--- src/design/generational_handle_allocator_unit_defines.svh ---
// Assertion macros shared by the generational handle allocator RTL.
`ifndef GENERATIONAL_HANDLE_ALLOCATOR_UNIT_DEFINES_SVH
`define GENERATIONAL_HANDLE_ALLOCATOR_UNIT_DEFINES_SVH

// Property checked at every rising clock edge outside reset.
`define GHA_ASSERT(name, prop, msg) \
  name: assert property (@(posedge clk_i) disable iff (!rst_ni) prop) \
    else $error(msg);

// Condition that must never be true.
`define GHA_NEVER(name, expr, msg) \
  `GHA_ASSERT(name, !(expr), msg)

`endif

--- src/design/gha_pkg.sv ---
// Types and constants shared by the generational handle allocator modules.
`default_nettype none

package gha_pkg;

  localparam int SLOT_COUNT = 1024;
  localparam int GEN_BITS   = 32;

  localparam int IDX_W   = $clog2(SLOT_COUNT);
  localparam int CNT_W   = IDX_W + 1;
  localparam int GEN_W   = 32;
  localparam int WORLD_W = 16;
  localparam int ACT_W   = 3;
  localparam int STAT_W  = 2;
  localparam int LEASE_W = 16;

  localparam logic [GEN_BITS-1:0] GEN_MAX   = {GEN_BITS{1'b1}};
  localparam logic [LEASE_W-1:0]  LEASE_MAX = {LEASE_W{1'b1}};
  localparam logic [WORLD_W-1:0]  WORLD_RESET = WORLD_W'(1);

  typedef enum logic [ACT_W-1:0] {
    ACT_CREATE  = 3'd0,
    ACT_DESTROY = 3'd1,
    ACT_COMMIT  = 3'd2,
    ACT_CHECK   = 3'd3,
    ACT_ACQUIRE = 3'd4,
    ACT_RELEASE = 3'd5
  } gha_action_e;

  typedef enum logic [STAT_W-1:0] {
    STAT_OK      = 2'd0,
    STAT_LEASED  = 2'd1,
    STAT_INVALID = 2'd2,
    STAT_FULL    = 2'd3
  } gha_status_e;

  typedef enum logic [3:0] {
    S_IDLE,
    S_DISPATCH,
    S_CR_POP,
    S_CR_GEN,
    S_SLOT_EVAL,
    S_CMT_SLOT,
    S_CMT_EVAL,
    S_RESP
  } gha_state_e;

  // One slot table entry.
  typedef struct packed {
    logic                live;
    logic                queued;
    logic [GEN_BITS-1:0] gen;
  } gha_slot_t;

  // Result of the shared generation compare and increment unit.
  typedef struct packed {
    logic                eq;
    logic                at_max;
    logic [GEN_BITS-1:0] inc;
  } gha_gen_res_t;

endpackage

`default_nettype wire

--- src/design/gha_gen_unit.sv ---
// Shared generation unit: compares a stored generation and computes its successor.
`default_nettype none

module gha_gen_unit (
  input  logic [gha_pkg::GEN_BITS-1:0] stored_i,
  input  logic [gha_pkg::GEN_W-1:0]    handle_gen_i,
  output gha_pkg::gha_gen_res_t        res_o
);
  import gha_pkg::*;

  always_comb begin
    res_o.eq     = (GEN_W'(stored_i) == handle_gen_i);
    res_o.at_max = (stored_i == GEN_MAX);
    res_o.inc    = stored_i + GEN_BITS'(1);
  end

endmodule

`default_nettype wire

--- config.mk ---
export PLATFORM = sky130hd
export DESIGN_NAME = gha_gen_unit
export DESIGN_NICKNAME = d
export VERILOG_FILES = /design/src/design/generational_handle_allocator_unit_defines.svh /design/src/design/gha_pkg.sv /design/src/design/gha_gen_unit.sv
export SDC_FILE = /design/constraint.sdc
export NUM_CORES = 1
export LEC_CHECK = 0
export BUFFER_PORTS_ARGS = -buffer_cell sky130_fd_sc_hd__buf_2
export CAP_MARGIN = 0
export CORE_MARGIN = 3
export CORE_UTILIZATION = 41
export DETAILED_ROUTE_END_ITERATION = 12
export PLACE_DENSITY = 0.9
export SETUP_SLACK_MARGIN = 0.02
export SLEW_MARGIN = 30
export SYNTH_ARGS = -nofsm -noshare
export SYNTH_HDL_FRONTEND = slang
export SYNTH_SLANG_ARGS = --single-unit
--- constraint.sdc ---
create_clock -name vclk -period 1.4
set_input_delay 0 -clock vclk [all_inputs]
set_output_delay 0 -clock vclk [all_outputs]
set_load 0.02 [all_outputs]
# Yosys cells after proc, flatten, opt, wreduce, memory -nomap -nowiden
# Index checks and enable logic that the tools add are counted.
[op_classes]
n_addsub = 1
n_eq_ne = 2
[ops]
columns = ["operator", "n"]
rows = [
  ["$add A32 B1 Y32 const B", 1],
  ["$eq A32 B32 Y1", 1],
  ["$eq A32 B32 Y1 const B", 1],
]
[totals]
regBits = 0
in_bits = 64
out_inout_bits = 34
word_cells = 3

# Depth between registers and ports, before layout
[logic_depth]
depth_word = 1
ltp_mapped = 5
mapped_depth_nobuf = 5

# Worst setup path after synthesis
# Ideal clock, no wire load.
[synth_path]
path_kind = "input -> output"
startpoint = "input port stored_i[0] (netlist name)"
endpoint = "output port res_o[14] (netlist name)"
arrival_ns = 1.212
t_required_ns = 1.400
slack_ns = 0.188
stages = 5
path_buffers = 0
cell_sequence = "ha_1 > nand3_1 > or4_4 > nor3_2 > xor2_1"
[synth_rtl]
columns = ["element", "line", "source"]
rows = [
  ["from (decl)", "gha_gen_unit.sv:5", "input logic [gha_pkg::GEN_BITS-1:0] stored_i,"],
  ["to (decl)", "gha_gen_unit.sv:7", "output gha_pkg::gha_gen_res_t res_o"],
]

==> impl_results.md <==
* Status: finished clean
* Worst hold start: stored_i[0]
* Final worst path period share at 0.996
* Post-route minimum period at between 1000 and 1500 ps
* Worst path required time at 1400 ps
* WHS Path Cells at 3
* Critical path type: in -> out
* Site Rows at 17
* Synth area leader: xor2_1
* Hold Crit Endpoint: res_o[0]
* Number of distinct library cells after synthesis at 21
* Setup violators final at 0
* Final Hold Viols at 0
* Clock buf count at 0
* Initial antenna violation count at 0
* Syn Nets at 198
* Post-DP HPWL at 3280 um
* First-pass GRT wire length at 6150 um
* Fin Setup TNS at 0 ps
* Hold Crit Class: in -> out
* Initial drt markers at 39
* Area contributors post-synth: xor2_1, xnor2_1, nand4_1
* Max IR drop VDD at 182 uV
* P&R area growth vs syn at 63.8%
* Ant. Diodes at 0
* Reg area at 0 um2
* Worst-path maximum fanout at 4
* DRC at 0
* Pre-antenna DRT Iters at 4
* Detail Route Antenna Nets at 0
* Met1 Use GR at 0.285
* Number of global-route vias before repair at ~1400
* Maximum clock rate at approximately 0.72 GHz
* GR Util All Layers at 0.232
* Rel. slew slack at 0.741
* Number of fill cells at roughly 200
* Met2 usage at 0.427
* Seq cells at 0
* Syn_area_per_cell at roughly 7.5 um2
* Pwr Density at around 280 nW/um2
* Sequential element share of the synthesized area at 0
* Routed WL per cell at between 10 and 15 um
* Vias per cell at 5.25
* Maxcap violations at 0
* Starting Density at 0.443
* Synthesized cell area at about 1000 um2
* Leak at ~0.83 nW
* Yosys warnings at 0
* Worst Tran Pin Value at 385 ps
* Post-layout util at 0.725
* Chip width at about 55 um
* Mapped Cells at 133
* Crit path DAT at about 1400 ps
* Largest net degree at the start of global routing at 10
* Top-area cell type share of the netlist area at 0.342
* IO Pins at 98
* RSZ-0062 raised after global routing: yes
* Hold_ws at ~260 ps
* Max-slew violations at 0
* Placeable core area at 2250 um2
* Nets at 304
* Cts hold-fix bufs at 0
* Share of cells above drive strength 1 at 0.489
* Critical Path End Type: output pin
* Via Count at 1392
* Die Y at ~55 um
* Placer Congestion at 0.904
* Die ar. at approximately 3100 um2
* Buffers on Ports at 98
* WL final at about 3800 um
* Met3 Track Usage GR at 0.0210
* CP startpoint kind: input port
* GRT overflow at 0
* Most Crowded Layer GR: met2
-- what timing repair did --
action,CTS,global route
gates cloned,0,0
gates resized for setup,3,12
pin swaps,0,6
setup buffers,0,3
endpoints found under the hold margin,0,0
endpoints found under the setup margin,1,8
-- where the power goes --
part           leakage (nW)  internal (mW)  total [mW]  switching (mW)
clock                     0              0           0               0
combinational         0.826          0.198       0.461           0.262
sequential                0              0           0               0
-- cells by family (layout without fill, tap and decap cells) --
family,Yosys count,in the layout,synth area share
adder cells (fa/ha/maj),1,1,0.0125
AND/OR/NAND/NOR,66,66,0.429
XOR/XNOR,62,62,0.544
buffers and inverters,4,108,0.0150
-- synthesized netlist by cell type (all sizes together) --
cell type and number:
xor2 39, xnor2 23, and4 3, ha 1, nor2 6, nand4 16
nand3 10, clkbuf 1, or4 1, and3 9, nor4 10, inv 3
nor3 3, nand2 7, and2 1
-- layer usage --
layer / share of wire / vias to the layer above
li1: - / 692
met1: 0.38 / 619
met2: 0.52 / 75
met3: 0.079 / 6
met4: 0.016 / 0
met5: 0 / -
-- how the worst max path moves through the flow --
| stage | endpoint | depth (start not counted) | startpoint | slack, ps |
|---|---|---|---|---|
| floorplan | res_o[14] | 5 | stored_i[0] | 190 |
| global placement | res_o[14] | 7 | stored_i[0] | 60 |
| detailed placement | res_o[14] | 7 | stored_i[0] | -20 |
| CTS | res_o[14] | 7 | stored_i[0] | 10 |
| global route | res_o[14] | 7 | stored_i[1] | -60 |
| finish | res_o[14] | 7 | stored_i[1] | 5 |
-- placed cells by master, fill, tap and decap left out, drive strengths merged --
cell,synthesis,routed
and2,1,1
and3,9,9
and4,3,3
buf,0,105
ha,1,1
inv,3,3
nand2,7,7
nand3,10,10
nand4,16,16
nor2,6,6
nor3,3,3
nor4,10,10
or4,1,1
xnor2,23,23
xor2,39,39
-- cell type report --
| cell class | instances | area [um2] | area share |
|---|---|---|---|
| timing repair buffer | 105 | 568 | 0.347 |
| inverter | 3 | 11.3 | 0.00689 |
| multi-input combinational | 129 | 1020 | 0.624 |
| tap | 28 | 35.0 | 0.0214 |
-- critical path: stages --
cell and delay [ps]:
buf_8 90, ha_4 140, nand3_2 80, or4_4 570, nor3_4 200, xor2_1 160, buf_4 160
-- stage by stage --
step | total power [mW] | cell area (um2) | cells | setup WS [ps]
after CTS | 0.442 | 1560 | 262 | 13.0
after floorplan | 0.209 | 998 | 133 | 188
final | 0.461 | 1640 | 265 | 5.05
after detailed placement | 0.437 | 1550 | 262 | -16.2
after global routing | 0.497 | 1640 | 265 | -60.9
after global placement | 0.431 | 1550 | 262 | 63.9
No activity file was read; power rests on OpenSTA's default activity.
